File: src/sv/lfdc_pkg.sv
// Types and constants shared by the line follower drive controller.
package lfdc_pkg;

  // Light sensor reading width
  localparam int SENSOR_BITS = 10;

  localparam int THRESH_W = 11;
  localparam int RT_W     = 20;
  localparam int CMP_W    = (SENSOR_BITS > THRESH_W) ? SENSOR_BITS : THRESH_W;
  localparam int CAL_W    = ((SENSOR_BITS > 10) ? SENSOR_BITS : 10) + 1;

  // Event kinds
  localparam logic [1:0] ACT_TICK   = 2'd0;
  localparam logic [1:0] ACT_LIGHT  = 2'd1;
  localparam logic [1:0] ACT_BUTTON = 2'd2;

  // Register indexes
  localparam logic [1:0] REG_LOST_LIMIT   = 2'd0;
  localparam logic [1:0] REG_CALIB_OFFSET = 2'd1;
  localparam logic [1:0] REG_DRIVE_SPEED  = 2'd2;
  localparam logic [1:0] REG_TICK_STEP    = 2'd3;

  // Command priorities
  localparam logic [6:0] PRIO_UNCAL   = 7'd99;
  localparam logic [6:0] PRIO_REST    = 7'd10;
  localparam logic [6:0] PRIO_ON_LINE = 7'd21;
  localparam logic [6:0] PRIO_SEARCH  = 7'd20;
  localparam logic [6:0] PRIO_HOLD    = 7'd19;

  // Headings
  localparam logic [1:0] HEAD_RIGHT    = 2'd0;
  localparam logic [1:0] HEAD_LEFT     = 2'd1;
  localparam logic [1:0] HEAD_STRAIGHT = 2'd3;

  // Durations
  localparam logic [RT_W-1:0] LINE_TIME   = 20'd100;
  localparam logic [RT_W-1:0] TURN_TIME   = 20'd150;
  localparam logic [9:0]      SEARCH_STEP = 10'd1000;
  localparam logic [RT_W:0]   HOLD_EXTRA  = 21'd10;
  localparam logic [RT_W-1:0] RT_MAX      = 20'h7FFFF;

  localparam logic [THRESH_W-1:0] THRESH_RESET = 11'd400;
  localparam logic [7:0]          LOST_FULL    = 8'd255;

  typedef struct packed {
    logic [1:0]             action;
    logic [SENSOR_BITS-1:0] light_sample;
    logic                   touch;
  } evt_word_t;

  typedef struct packed {
    logic              drive_valid;
    logic signed [7:0] left_speed;
    logic signed [7:0] right_speed;
    logic              brake;
    logic [6:0]        out_priority;
    logic [1:0]        out_heading;
    logic [7:0]        out_lost;
  } res_word_t;

endpackage

File: src/sv/line_follower_drive_controller.sv
// Line follower drive controller: event register, single-pass update logic, result register.
//
//   channel   direction   handshake             word
//   evt       in          evt_valid/evt_stall   evt_word_t (action, light_sample, touch)
//   res       out         res_valid/res_stall   res_word_t (one word per event)
//   cfg       in          cfg_we                cfg_index, cfg_data
//
// Each event passes through the event register, then the state update and result
// capture in the result register. One event is accepted every cycle while the result
// is not stalled; the state registers are updated as the result word is registered.
// rst is synchronous and restores state, configuration and valid flags to their defaults.
// A stalled result holds the event register, which then stalls evt.
module line_follower_drive_controller
  import lfdc_pkg::*;
(
  input  logic       clk,
  input  logic       rst,
  input  logic       evt_valid,
  output logic       evt_stall,
  input  evt_word_t  evt,
  output logic       res_valid,
  input  logic       res_stall,
  output res_word_t  res,
  input  logic       cfg_we,
  input  logic [1:0] cfg_index,
  input  logic [9:0] cfg_data
);

  // configuration
  logic [3:0] lost_limit;
  logic [9:0] calib_offset;
  logic [6:0] drive_speed;
  logic [7:0] tick_step;

  // event register
  logic      ev_valid;
  evt_word_t ev;
  logic      advance;

  // controller state
  logic [SENSOR_BITS-1:0] previous_light, previous_light_next;
  logic [THRESH_W-1:0]    dark_threshold, dark_threshold_next;
  logic [6:0]             cmd_speed, cmd_speed_next;
  logic signed [RT_W-1:0] remaining_time, remaining_time_next;
  logic [6:0]             cmd_priority, cmd_priority_next;
  logic [1:0]             heading, heading_next;
  logic [1:0]             last_turn, last_turn_next;
  logic [7:0]             lost_count, lost_count_next;

  res_word_t res_next;

  // datapath helpers
  logic [CMP_W-1:0] sample_c, prev_c, thr_c;
  logic             sample_dark, prev_dark, is_lost;
  logic [7:0]       lost_inc, lost_diff;
  logic [17:0]      search_time;
  logic [RT_W:0]    hold_sum;
  logic [RT_W-1:0]  hold_time;
  logic [CAL_W-1:0] cal_sum;
  logic [7:0]       speed8, neg_half8;
  logic             time_left;

  logic [6:0]      prop_prio, prop_speed;
  logic [RT_W-1:0] prop_time;
  logic [1:0]      prop_head, prop_turn;
  logic [7:0]      prop_lost;

  assign advance   = ev_valid && (!res_valid || !res_stall);
  assign evt_stall = ev_valid && !advance;

  always_ff @(posedge clk) begin
    if (rst) begin
      lost_limit   <= 4'd4;
      calib_offset <= 10'd100;
      drive_speed  <= 7'd50;
      tick_step    <= 8'd15;
    end else if (cfg_we) begin
      unique case (cfg_index)
        REG_LOST_LIMIT:   lost_limit   <= cfg_data[3:0];
        REG_CALIB_OFFSET: calib_offset <= cfg_data;
        REG_DRIVE_SPEED:  drive_speed  <= cfg_data[6:0];
        REG_TICK_STEP:    tick_step    <= cfg_data[7:0];
        default: ;
      endcase
    end
  end

  always_ff @(posedge clk) begin
    if (rst) begin
      ev_valid <= 1'b0;
    end else if (!evt_stall) begin
      ev_valid <= evt_valid;
    end
  end

  always_ff @(posedge clk) begin
    if (evt_valid && !evt_stall) begin
      ev <= evt;
    end
  end

  // light sample comparisons
  assign sample_c    = CMP_W'(ev.light_sample);
  assign prev_c      = CMP_W'(previous_light);
  assign thr_c       = CMP_W'(dark_threshold);
  assign sample_dark = sample_c < thr_c;
  assign prev_dark   = prev_c < thr_c;
  assign is_lost     = lost_count >= {4'd0, lost_limit};
  assign lost_inc    = (lost_count == LOST_FULL) ? LOST_FULL : lost_count + 8'd1;
  assign lost_diff   = lost_count - {4'd0, lost_limit};
  assign search_time = {10'd0, lost_diff} * {8'd0, SEARCH_STEP};

  // holding proposal extends time, saturating at the positive limit
  assign hold_sum  = {remaining_time[RT_W-1], remaining_time} + HOLD_EXTRA;
  assign hold_time = (!hold_sum[RT_W] && hold_sum[RT_W-1]) ? RT_MAX : hold_sum[RT_W-1:0];

  assign cal_sum = CAL_W'(previous_light) + CAL_W'(calib_offset);

  assign speed8    = {1'b0, cmd_speed};
  assign neg_half8 = 8'd0 - {2'b00, cmd_speed[6:1]};
  assign time_left = !remaining_time[RT_W-1] && (remaining_time != '0);

  always_comb begin
    prop_prio  = PRIO_HOLD;
    prop_speed = cmd_speed;
    prop_time  = hold_time;
    prop_head  = heading;
    prop_turn  = last_turn;
    prop_lost  = lost_count;
    priority if (sample_dark && prev_dark) begin
      prop_prio  = PRIO_ON_LINE;
      prop_speed = drive_speed;
      prop_time  = LINE_TIME;
      prop_head  = HEAD_STRAIGHT;
      prop_lost  = 8'd0;
    end else if (is_lost) begin
      prop_prio  = PRIO_SEARCH;
      prop_speed = drive_speed;
      prop_time  = RT_W'(search_time);
      prop_head  = {1'b0, !heading[0]};
      prop_turn  = {1'b0, !heading[0]};
      prop_lost  = lost_inc;
    end else if (!sample_dark && last_turn == HEAD_LEFT) begin
      prop_prio  = PRIO_SEARCH;
      prop_speed = drive_speed;
      prop_time  = TURN_TIME;
      prop_head  = HEAD_RIGHT;
      prop_turn  = HEAD_RIGHT;
      prop_lost  = lost_inc;
    end else if (!sample_dark && last_turn == HEAD_RIGHT) begin
      prop_prio  = PRIO_SEARCH;
      prop_speed = drive_speed;
      prop_time  = TURN_TIME;
      prop_head  = HEAD_LEFT;
      prop_turn  = HEAD_LEFT;
      prop_lost  = lost_inc;
    end else begin
      prop_prio  = PRIO_HOLD;
    end
  end

  always_comb begin
    previous_light_next = previous_light;
    dark_threshold_next = dark_threshold;
    cmd_speed_next      = cmd_speed;
    remaining_time_next = remaining_time;
    cmd_priority_next   = cmd_priority;
    heading_next        = heading;
    last_turn_next      = last_turn;
    lost_count_next     = lost_count;
    res_next            = '0;

    unique case (ev.action)
      ACT_TICK: begin
        res_next.drive_valid = 1'b1;
        if (time_left) begin
          res_next.brake = 1'b1;
          unique case (heading)
            HEAD_RIGHT: begin
              res_next.right_speed = speed8;
              res_next.left_speed  = neg_half8;
            end
            HEAD_LEFT: begin
              res_next.left_speed  = speed8;
              res_next.right_speed = neg_half8;
            end
            default: begin
              res_next.left_speed  = speed8;
              res_next.right_speed = speed8;
            end
          endcase
          // time is positive here, so one step cannot leave the signed range
          remaining_time_next = remaining_time - $signed({12'd0, tick_step});
        end else if (cmd_priority != PRIO_UNCAL) begin
          cmd_priority_next = PRIO_REST;
        end
      end
      ACT_LIGHT: begin
        previous_light_next = ev.light_sample;
        if (prop_prio > cmd_priority) begin
          cmd_priority_next   = prop_prio;
          cmd_speed_next      = prop_speed;
          remaining_time_next = prop_time;
          heading_next        = prop_head;
          last_turn_next      = prop_turn;
          lost_count_next     = prop_lost;
        end
      end
      ACT_BUTTON: begin
        if (ev.touch) begin
          dark_threshold_next = cal_sum[THRESH_W-1:0];
          cmd_priority_next   = PRIO_REST;
        end
      end
      default: ;
    endcase

    res_next.out_priority = cmd_priority_next;
    res_next.out_heading  = heading_next;
    res_next.out_lost     = lost_count_next;
  end

  always_ff @(posedge clk) begin
    if (rst) begin
      previous_light <= SENSOR_BITS'(1);
      dark_threshold <= THRESH_RESET;
      cmd_speed      <= '0;
      remaining_time <= '0;
      cmd_priority   <= PRIO_UNCAL;
      heading        <= HEAD_RIGHT;
      last_turn      <= HEAD_RIGHT;
      lost_count     <= '0;
    end else if (advance) begin
      previous_light <= previous_light_next;
      dark_threshold <= dark_threshold_next;
      cmd_speed      <= cmd_speed_next;
      remaining_time <= remaining_time_next;
      cmd_priority   <= cmd_priority_next;
      heading        <= heading_next;
      last_turn      <= last_turn_next;
      lost_count     <= lost_count_next;
    end
  end

  always_ff @(posedge clk) begin
    if (rst) begin
      res_valid <= 1'b0;
    end else if (advance) begin
      res_valid <= 1'b1;
    end else if (!res_stall) begin
      res_valid <= 1'b0;
    end
  end

  always_ff @(posedge clk) begin
    if (advance) begin
      res <= res_next;
    end
  end

endmodule
File: config.mk
export PLATFORM = sky130hd
export DESIGN_NAME = line_follower_drive_controller
export DESIGN_NICKNAME = d
export VERILOG_FILES = /design/src/sv/lfdc_pkg.sv /design/src/sv/line_follower_drive_controller.sv
export SDC_FILE = /design/constraint.sdc
export NUM_CORES = 1
export LEC_CHECK = 0
export BUFFER_PORTS_ARGS = -buffer_cell sky130_fd_sc_hd__buf_4
export CORE_AREA = 2 2 233 143
export DETAILED_ROUTE_END_ITERATION = 6
export DIE_AREA = 0 0 235 145
export HOLD_SLACK_MARGIN = 0.08
export MAX_ROUTING_LAYER = met4
export PLACE_DENSITY_LB_ADDON = 0.25
export SETUP_SLACK_MARGIN = 0.05
export SYNTH_ARGS = -nofsm -noshare
export SYNTH_HDL_FRONTEND = slang
export SYNTH_SLANG_ARGS = --single-unit
File: constraint.sdc
create_clock -name clk -period 8.57 [get_ports clk]
set_input_delay 0.4285 -clock clk [delete_from_list [all_inputs] [get_ports clk]]
set_output_delay 0.4285 -clock clk [all_outputs]
set_load 0.03 [all_outputs]
* Yosys cells after proc, flatten, opt, wreduce, memory -nomap -nowiden
Cells that the tools add are included.
Operators by class: add/sub/neg operators 6, multiply operators 1, $lt $le $gt $ge 4, equality and inequality tests 12, muxes and demuxes 42, bitwise operators 1, reductions and logical operators 35
Operators by type and width (count):
- 20-bit 2-to-1 mux | 7
- 7-bit 2-to-1 mux | 8
- 8-bit 2-to-1 mux | 7
- 20-bit case mux with 2 select lines | 1
- 16-bit case mux with 2 select lines | 1
- 10-bit by 11-bit less-than comparator with 1-bit output | 2
- 20-bit by 5-bit adder with 21-bit output (second input constant) | 1
- 7-bit case mux with 3 select lines | 1
- 20-bit nonzero test | 1
- 20-bit by 9-bit subtractor with 20-bit output | 1
- 18-bit 2-to-1 mux | 1
- 2-bit 2-to-1 mux | 9
- 17-bit 2-to-1 mux | 1
- 8-bit by 7-bit multiplier with 15-bit output (second input constant) | 1
- 3-bit 2-to-1 mux | 4
- 2-bit AND reduction | 6
- 10-bit by 10-bit adder with 11-bit output | 1
- 8-bit by 1-bit adder with 8-bit output (second input constant) | 1
- 2-bit by 1-bit equality test with 1-bit output (second input constant) | 4
- 8-bit equality test (second input constant) | 1
- 8-bit by 4-bit >= comparator with 1-bit output | 1
- 1-bit logical AND | 8
- 1-bit logical NOT | 8
- 2-bit logical NOT | 4
- other kinds (16) | 21
Storage, ports and cells: register bits 146, input bits 30, output and inout bits 37, word-level logic and storage cells 125

* Depth between registers and ports, before layout
Gate-level depths: netlist (run 1).
word-level depth 10, depth in mapped cells 24, mapped depth without buffers 24

* Worst setup path before layout (run 1)
OpenSTA, ideal clock, no wires.
kind register to register, start point reg lost_count[1], end point reg remaining_time[14], library setup time 0.129 ns, data arrival time 5.137 ns, data required time 8.441 ns, slack 3.304 ns, cell stages (with the launch flop) 24, buffers on the path 0, period minus slack after synthesis 5.266 ns, cells stage by stage dfxtp_1 > ha_1 > nor2b_1 > o21ai_0 > nand2b_1 > nand2_1 > nand2_1 > xor2_1 > inv_1 > ha_1 > inv_1 > fa_1 > fa_1 > fa_1 > inv_1 > ha_1 > and3_1 > a21oi_1 > nand3_1 > nand2_1 > xor2_1 > o22ai_1 > a2111oi_0 > nor2_1
On the way: longest elaborated chain between the ends 6, elaborated cells on any way between the ends 12, those cells by class 1 x add/sub; 1 x mul; 2 x order compare; 1 x eq/ne; 6 x mux; 1 x reduce/logical
Ends and longest elaborated chain:
- from (decl) | line line_follower_drive_controller.sv:48 | logic [7:0] lost_count, lost_count_next;
- from (signal assigned) | line line_follower_drive_controller.sv:241 | lost_count <= lost_count_next;
- 8-bit by 4-bit subtractor with 8-bit output / 8-bit by 4-bit >= comparator with 1-bit output (equally long branches) | line line_follower_drive_controller.sv:110, line_follower_drive_controller.sv:108
- 8-bit by 7-bit multiplier with 15-bit output / 3-bit 2-to-1 mux (equally long branches) | line line_follower_drive_controller.sv:111, line_follower_drive_controller.sv:136
- 20-bit 2-to-1 mux / 3-bit 2-to-1 mux (equally long branches) | line line_follower_drive_controller.sv:136, line_follower_drive_controller.sv:130
- 20-bit 2-to-1 mux / 7-bit > comparator (equally long branches) | line line_follower_drive_controller.sv:130, line_follower_drive_controller.sv:200
- 20-bit 2-to-1 mux / 2-bit inequality test (equally long branches)
- 20-bit case mux with 2 select lines / 4-bit AND reduction (equally long branches)
- to (signal assigned) | line line_follower_drive_controller.sv:237 | remaining_time <= remaining_time_next;
- to (decl) | line line_follower_drive_controller.sv:44 | logic signed [RT_W-1:0] remaining_time, remaining_time_next;
Parallel ways exist; a longest one is shown, timed or not. The select of a mux whose other input is x is not followed. A chain may end at the register's enable or synchronous reset.

* Worst setup path in the final report (run 1)
Ends and elaborated chain as after synthesis.

==> impl_metrics.tcl, run 1 <==
set metrics [dict create \
    crit_chain "ha_1 > nor2b_1 > o21ai_0 > nand2b_1 > nand2_1 > nand2_1 > xor2_1 > inv_1 > ha_1 > inv_1 > fa_1 > fa_1 > fa_1 > inv_1 > ha_1 > and3_1 > a21oi_1 > nand3_1 > nand2_1 > xor2_1 > o22ai_1 > a2111oi_0 > nor2_1" \
    start_kind "register" \
    synth_warnings 0 \
    drv_cap 0 \
    gp_congestion 0.848 \
    place_area_sq_um 10300 \
    drtIter0Drc 748 \
    fmax_ghz 0.168 \
    multi_input_area_sq_um 5580 \
    grt_use_met3_pct 5.19 \
    grtUsageMet1_pct 25.5 \
    synth_area_leaders "dfxtp_1 20%, edfxtp_1 15%, ha_1 11%" \
    n_fill_cell 3355 \
    critPathArrivalTime_ns 6.27 \
    drtAntennaViolNets 0 \
    critPathRequiredTime_ns 8.89 \
    cts.sinks 145 \
    ys_seq_area_share_pct 35.7 \
    die_width_um 235 \
    syn_nets 1251 \
    grt_pass1_wl_um 42500 \
    core-area_sq_um 32000 \
    port_buffers 66 \
    use_met2_pct 19.6 \
    vias_per_cell 5.03 \
    routed_wirelength_um 26800 \
    max_stage_delay_ns 0.62 \
    final_area_sq_um 10900 \
    cts_root_buf "clkbuf_16" \
    clkTransAtPathRegs_ns 0.07 \
    start_util_pct 29.7 \
    p_per_area_nw_per_um2 212 \
    antennaDiodeCount 0 \
    ys_async_sr_fraction_pct 0 \
    synth_edf_count 48 \
    path_class "register to register" \
    syn-cell-area_sq_um 9480 \
    tritoncts.num_buffers 17 \
    slew_viol_final 0 \
    fin_cells 1592 \
    ys_ff_latch 145 \
    die-area_sq_um 34100 \
    synth_largest_area_cell "dfxtp_1" \
    grt_max_degree 71 \
    dp.cells 1560 \
    min_period_ns 5.95 \
    cts_max_level 4 \
    netlist_instances 1117 \
    die_h_um 145 \
    rsz0062_at_grt "false" \
    postCtsHoldBufs 0 \
    synth_flop_cell "dfxtp_1" \
    post-route-drc-count 0 \
    ys_types 76 \
    rows 51 \
    vias 8006 \
    cts_resized 0 \
    wire_per_inst_um 16.8 \
    clk_path_buf_depth 2 \
    outcome "complete, no violations" \
    io_pins 67 \
    dr.pass1.iters 5 \
    vdd_ir_drop_max_mv 0.149 \
    antenna_found_initial 0 \
    fin_crit_sh_pct 69.4 \
    leakagePower_nw 4.42 \
    clock_skew_ns 0.00922 \
    grt_pass1_vias 7299 \
    grt_overflow 0 \
    synthToLayoutAreaGrowth_pct 15.2 \
    synth_top_area_share_pct 20.5 \
    busiest_layer "met1" \
    max_slew_margin_pct 24.6 \
    cts_setup_buffers 0 \
    path_max_fanout 7 \
    finalHoldViolCount 0 \
    drive_gt1_share_pct 11.1 \
    clk_latency_ns 0.45 \
    cts_tree "built" \
    syn_avg_cell_area_sq_um 8.49 \
    setup_viol 0 \
    dp_hpwl_um 19900 \
    fin_nets 1289 \
    track_usage_pct 16.3 \
    fin_tns_setup_ns 0 \
    max_slew.worst_pin.slew_ns 1.13 \
    slowest_stage "xor2_1" \
    regArea_sq_um 3380 \
    min_path_type "input port to register" \
    cp-end-kind "register" \
]
[placed cells by master (no fill, tap or decap), types with 20 or more instances in the layout]
cell type,netlist,routed
nand3_1,21,21
dfxtp_1,97,97
nor3_1,29,29
buf_4,1,73
ha_1,84,84
nand2_1,170,170
xor2_1,22,22
inv_1,76,75
edfxtp_1,48,48
a21oi_1,108,108
fa_1,20,20
xnor2_1,34,34
nor2_1,87,87
o21ai_0,50,50
[power by group]
group / leakage, nW / total, mW / switching (mW) / internal [mW]
combinational: 2.89 / 0.817 / 0.488 / 0.329
sequential: 1.25 / 0.760 / 0.0227 / 0.737
clock: 0.285 / 0.742 / 0.329 / 0.413
[flip-flops by register name (all words and copies together) (netlist names)]
name            cells
lost_count          8
calib_offset       10
last_turn           1
res_valid           1
cmd_priority        7
heading             2
ev_valid            1
previous_light     10
cmd_speed           7
ev                 13
remaining_time     20
res                35
tick_step           8
dark_threshold     11
drive_speed         7
lost_limit          4
[path summary, 6_finish.rpt]
kind	endpoint	slack, ns	cells after the start	startpoint
setup / recovery	remaining_time[14]	2.62	23	lost_count[1]
hold / removal	ev[5]	0.16	1	evt[5]
hold reg to reg	drive_speed[3]	0.46	2	drive_speed[3]
setup reg to reg	remaining_time[14]	2.62	23	lost_count[1]
[area by class of cell]
class / instances / area share, %
Tap cell: 424 / 4.86
Inverter: 77 / 2.67
Clock inverter: 12 / 1.01
Multi-Input combinational cell: 841 / 51.1
Sequential cell: 145 / 31.0
Timing Repair Buffer: 73 / 5.02
Clock buffer: 20 / 4.38
[critical path: cells and delay by family (launching register included)]
family	cells	cell delay, ns
fa+ha+maj	6	2.52
simple gates	8	0.97
compound gates	4	0.84
xor+xnor	2	0.76
flops	1	0.47
buf+inv	3	0.24
[routing by layer]
layer	wire length, um	share of wire [%]
met1	14700	55
met2	9760	36
met3	2150	8.0
met4	195	0.73
met5	0	0
[logic make-up after synthesis]
logic type,synth area share (%)
simple gates,20.3
compound gates,17.7
flops,35.7
buf+inv,5.45
fa+ha+maj,15.3
xor+xnor,5.17
mux,0.317
[metrics by stage]
stage	hold slack [ns]	worst slack (ns)	util (%)	total power, mW
floorplan	0.432	3.30	-	1.38
global placement	0.442	2.90	32.3	1.58
detailed placement	0.447	2.74	32.3	1.58
CTS	0.130	2.68	34.2	2.33
global route	0.128	2.09	34.2	2.48
finish	0.156	2.62	34.2	2.32
[synth_stat cells, types with 4 or more instances]
master / instances
o22ai_1: 14
inv_1: 76
xor2_1: 22
fa_1: 20
nor3_1: 29
clkbuf_1: 40
nor2_1: 87
nand4_1: 7
a22oi_1: 9
and2_1: 5
nand3_1: 21
nor3b_1: 5
nor4_1: 12
o21ai_0: 50
a31oi_1: 13
a211oi_1: 8
or3_1: 8
dfxtp_1: 97
xnor2_1: 34
nand2_1: 170
or2_2: 4
a221oi_1: 4
buf_2: 9
a21oi_1: 108
a21o_1: 13
and3_1: 15
ha_1: 84
nand2b_1: 9
edfxtp_1: 48
nor2b_1: 12
o21a_1: 4
o211ai_1: 11
Note: power is estimated with default switching activity, not from simulation.
==> run 2: changes to the inputs <==
==> constraint.sdc (replaced) <==
create_clock -name clk -period 5.4 [get_ports clk]
set_input_delay 0.27 -clock clk [delete_from_list [all_inputs] [get_ports clk]]
set_output_delay 0.27 -clock clk [all_outputs]
set_load 0.03 [all_outputs]
==> impl_metrics.tcl, run 2 (same netlist as run 1, synthesis figures left out) <==
set metrics [dict create \
    outcome "complete, no violations" \
    core-area_sq_um 32000 \
    synthToLayoutAreaGrowth_pct 21.3 \
    top_regs "res: 35 flops, remaining_time: 20 flops, ev: 13 flops" \
    min_period_ns 5.07 \
    start_kind "register" \
    fin_util_pct 36.0 \
    rows 51 \
    total_power_mw 3.97 \
    largest_register_ff_count 35 \
    routed.top_layer "met4" \
    drt-met1-wl_um 15500 \
    clk_latency_ns 0.45 \
    cts_tree "built" \
    fin_crit_sh_pct 93.9 \
    drtIter0Drc 732 \
    vias_per_cell 4.96 \
    finalHoldViolCount 0 \
    cts.sinks 145 \
    path_max_fanout 5 \
    cts_root_buf "clkbuf_16" \
    io_pins 67 \
    routed-wl-met2_um 9980 \
    grt_overflow 0 \
    clk_path_buf_depth 2 \
    path_class "register to register" \
    p_per_area_nw_per_um2 346 \
    post-route-drc-count 0 \
    die_width_um 235 \
    clock_skew_ns 0.0114 \
    leakagePower_nw 4.66 \
    grt_pass1_vias 7516 \
    reg2reg_slack_ns 0.33 \
    antenna_found_initial 0 \
    rsz0062_at_grt "true" \
    fmax_ghz 0.197 \
    final_area_sq_um 11500 \
    regMostFlops "res" \
    grt_pass1_wl_um 44000 \
    clkTransAtPathRegs_ns 0.06 \
    vdd_ir_drop_max_mv 0.228 \
    final_common_cell "nand2_1" \
    routed_wirelength_um 27400 \
    tritoncts.num_buffers 17 \
    grt_max_degree 71 \
    pre_cts_slack_ns -0.00780 \
    postLayoutSetupSlackWorst_ns 0.332 \
    gp_congestion 0.887 \
    dr_wl_met3_um 1660 \
    port_buffers 66 \
    drtAntennaViolNets 0 \
    min_path_type "input port to register" \
    setup_viol 0 \
    die_h_um 145 \
    wire_per_inst_um 16.8 \
    fin_nets 1325 \
    critPathRequiredTime_ns 5.73 \
    dr.pass1.iters 5 \
    drive_gt1_share_pct 15.0 \
    antennaDiodeCount 0 \
    track_usage_pct 16.8 \
    place_area_sq_um 10400 \
    cts_max_level 4 \
    slew_viol_final 0 \
    mostFrequentLayoutCells "167 x nand2_1, 106 x a21oi_1, 96 x dfxtp_1" \
    cp-end-kind "register" \
    start_util_pct 29.7 \
    max_slew.worst_pin.slew_ns 1.04 \
    die-area_sq_um 34100 \
    dp_hpwl_um 20500 \
    critPathArrivalTime_ns 5.40 \
    drv_cap 0 \
    max_slew_margin_pct 30.5 \
    finalHoldWorstSlack_ns 0.106 \
    vias 8082 \
]
-- run 2: cell types whose count changed in the layout (fill, tap and decap cells not counted), sizes merged --
cell         delta
dlygate4sd3    +21
clkbuf          +1
clkinvlp        -2
bufinv          +1
buf            +15
-- run 2: through the flow --
| step | TNS, ns | instances |
|---|---|---|
| finish | 0 | 1628 |
| global route | -0.00828 | 1628 |
| CTS | 0 | 1624 |
| detailed placement | -0.00780 | 1570 |
| global placement | 0 | 1570 |
| floorplan | 0 | 1117 |
-- run 2: routing by layer --
layer	track usage, %	vias to the layer above
met4	3.51	0
met2	20.3	208
li1	-	4078
met5	-	-
met1	26.8	3781
met3	4.15	15
-- run 2: final cells by class --
cell class	instances	area (sq um)
repair buffers	109	871
well taps	424	531
flip-flops and latches	145	3380
clock inverters	11	110
inverters	77	292
multi-input cells	841	5800
clock buffers	21	503
fillers	3287	20500
-- run 2: where the power goes --
part / leakage [nW] / internal, mW / total [mW] / switching (mW)
Combinational: 3.10 / 0.650 / 1.53 / 0.877
Sequential: 1.25 / 1.17 / 1.21 / 0.0364
Clock: 0.308 / 0.724 / 1.24 / 0.517
-- run 2: critical path: stages (launching register included) --
cell and delay [ns]:
dfxtp_2 0.34, inv_2 0.08, ha_1 0.15, inv_1 0.05, fa_2 0.34, a21oi_2 0.19
nor2b_4 0.08, nor2_4 0.12, xnor2_2 0.14, buf_4 0.19, xor2_4 0.20, xnor2_2 0.15
fa_1 0.47, fa_1 0.47, ha_1 0.30, ha_1 0.38, and3_1 0.21, a21oi_2 0.15
nand3_2 0.13, nand2_2 0.10, xor2_1 0.16, o22ai_1 0.10, a2111oi_2 0.37, nor2_1 0.06
-- run 2: timing repair --
item / in CTS / in global routing
resized for setup: 2 / 42
setup endpoints to repair: 3 / 7
pin swaps: 2 / 28
endpoints found under the hold margin: 22 / 0
hold buffers: 21 / 0
buffers inserted: 1 / 4
-- run 2: path summary, 6_finish.rpt --
check,depth (start not counted),endpoint,startpoint
setup / recovery,23,remaining_time[14],lost_count[0]
hold / removal,3,calib_offset[7],cfg_data[7]
setup reg to reg,23,remaining_time[14],lost_count[0]
hold reg to reg,2,dark_threshold[6],dark_threshold[6]
==> run 3: changes to the inputs <==
--- a/config.mk
+++ b/config.mk
@@ -11,7 +11,6 @@
 export DIE_AREA = 0 0 235 145
 export HOLD_SLACK_MARGIN = 0.08
 export MAX_ROUTING_LAYER = met4
-export PLACE_DENSITY_LB_ADDON = 0.25
 export SETUP_SLACK_MARGIN = 0.05
 export SYNTH_ARGS = -nofsm -noshare
 export SYNTH_HDL_FRONTEND = slang
==> impl_metrics.tcl, run 3 (same netlist as run 1, synthesis figures left out) <==
set metrics [dict create \
    crit_chain "inv_2 > ha_1 > inv_1 > fa_2 > buf_4 > xor2_2 > inv_2 > fa_1 > fa_1 > fa_1 > fa_1 > inv_1 > ha_4 > buf_4 > nor3_2 > nor2_1 > nand3_1 > nand4b_1 > nor3_2 > o311a_1 > o31ai_1 > a31oi_1" \
    rows 51 \
    post-route-drc-count 0 \
    max_slew.worst_pin.slew_ns 1.20 \
    slowest_stage "fa_1" \
    mostFrequentLayoutCells "168 x nand2_1, 106 x a21oi_1, 94 x dfxtp_1" \
    max_slew_margin_pct 19.3 \
    regMostFlops "res" \
    reg2regPathDepth 22 \
    die_width_um 235 \
    cts_tree "built" \
    critical_path.top_delay_family "adder cells" \
    die_h_um 145 \
    clkTransAtPathRegs_ns 0.07 \
    grt_pass1_vias 7630 \
    drtAntennaViolNets 0 \
    min_from "cfg_data[4]" \
    rr_endpoint "remaining_time[17]" \
    min_path_type "input port to register" \
    antenna_found_initial 0 \
    routed_wirelength_um 27000 \
    start_kind "register" \
    reg2reg_slack_ns 0.26 \
    slew_viol_final 0 \
    start_util_pct 29.7 \
    vdd_ir_drop_max_mv 0.228 \
    total_power_mw 3.81 \
    min_period_ns 5.14 \
    gp_congestion 0.915 \
    fin_nets 1316 \
    r2r_start "lost_count[0]" \
    leakagePower_nw 4.58 \
    clock_skew_ns 0.0102 \
    cp.buffers_inverters 6 \
    dr.pass1.iters 6 \
    grt_max_degree 71 \
    cts_root_buf "clkbuf_16" \
    crit_path_start "lost_count[0]" \
    track_usage_pct 16.2 \
    critPathRequiredTime_ns 5.71 \
    die-area_sq_um 34100 \
    grt_overflow 0 \
    wire_per_inst_um 16.7 \
    cp-end-kind "register" \
    drv_cap 0 \
    antennaDiodeCount 0 \
    vias_per_cell 5.17 \
    drtIter0Drc 1023 \
    path_class "register to register" \
    port_buffers 66 \
    p_per_area_nw_per_um2 337 \
    core-area_sq_um 32000 \
    cts_max_level 4 \
    synthToLayoutAreaGrowth_pct 19.4 \
    finalHoldViolCount 0 \
    setup_viol 0 \
    io_pins 67 \
    top_regs "res: 35 flops, remaining_time: 20 flops, ev: 13 flops" \
    cp_common_cell "fa_1" \
    path_max_fanout 5 \
    vias 8361 \
    grt_pass1_wl_um 42900 \
    fin_crit_sh_pct 95.2 \
    drive_gt1_share_pct 14.5 \
    dp_hpwl_um 20000 \
    fin_util_pct 35.4 \
    critPathArrivalTime_ns 5.45 \
    outcome "complete, no violations" \
    max_stage_delay_ns 0.54 \
    largest_register_ff_count 35 \
    cts.sinks 145 \
    fmax_ghz 0.194 \
    clk_latency_ns 0.44 \
    rsz0062_at_grt "true" \
    holdPathStages 3 \
    tritoncts.num_buffers 17 \
    final_common_cell "nand2_1" \
    fin_tns_setup_ns 0 \
    min_to "drive_speed[4]" \
    clk_path_buf_depth 2 \
]
[run 3: cell count changes in the layout (fill, tap and decap cells not counted), sizes merged]
cell         delta
dlygate4sd3     -6
clkbuf          -4
clkinvlp        +4
buf             -3
inv             -3
clkinv          +2
[run 3: layout make-up]
type,instances,area (sq um)
Tap cell,424,531
Timing Repair Buffer,100,788
Multi-Input combinational cell,841,5760
Inverter,77,292
Sequential cell,145,3390
Clock buffer,17,425
Fill cell,3303,20600
Clock inverter,14,133
[run 3: what timing repair did]
item	in CTS	in global routing
pin swaps	0	28
buffers inserted	0	2
hold buffers	15	0
setup endpoints to repair	2	7
gates resized for setup	2	41
hold endpoints to repair	15	0
[run 3: how the worst max path moves through the flow]
stage	endpoint	slack, ns	depth (start not counted)
5_1_grt	remaining_time[17]	0.005	22
2_1_floorplan	remaining_time[14]	0.13	23
3_5_place_dp	remaining_time[16]	0.06	22
6_report	remaining_time[17]	0.26	22
4_1_cts	remaining_time[16]	0.02	24
3_3_place_gp	remaining_time[14]	0.09	24
[run 3: stage by stage]
step | cell area (sq um) | hold slack, ns | setup slack [ns] | std cells
global route | 11300 | 0.0972 | 0.00482 | 1618
floorplan | 9480 | 0.369 | 0.134 | 1117
CTS | 11100 | 0.0812 | 0.0234 | 1616
global placement | 10400 | 0.442 | 0.0912 | 1570
detailed placement | 10400 | 0.449 | 0.0602 | 1570
finish | 11300 | 0.0912 | 0.258 | 1618
[run 3: worst register-to-register path, cell delays in order, from the launching register on]
cell	delay, ns
dfxtp_4	0.36
inv_2	0.06
ha_1	0.13
inv_1	0.05
fa_2	0.37
buf_4	0.16
xor2_2	0.20
inv_2	0.08
fa_1	0.51
fa_1	0.54
fa_1	0.43
fa_1	0.50
inv_1	0.07
ha_4	0.27
buf_4	0.12
nor3_2	0.05
nor2_1	0.14
nand3_1	0.09
nand4b_1	0.16
nor3_2	0.08
o311a_1	0.29
o31ai_1	0.26
a31oi_1	0.12
[run 3: report_power, final]
part           internal [mW]  switching (mW)  total (mW)
registers               1.17          0.0371        1.21
clock network          0.637           0.507        1.14
logic                  0.598           0.864        1.46
total                   2.40            1.41        3.81
[run 3: layer usage]
metal	share of wire (%)	routed length (um)	GRT usage [%]
met3	8.8	2370	4.38
met5	0	0	-
met4	0.49	133	2.91
met1	51	13900	24.9
met2	39	10600	20.8
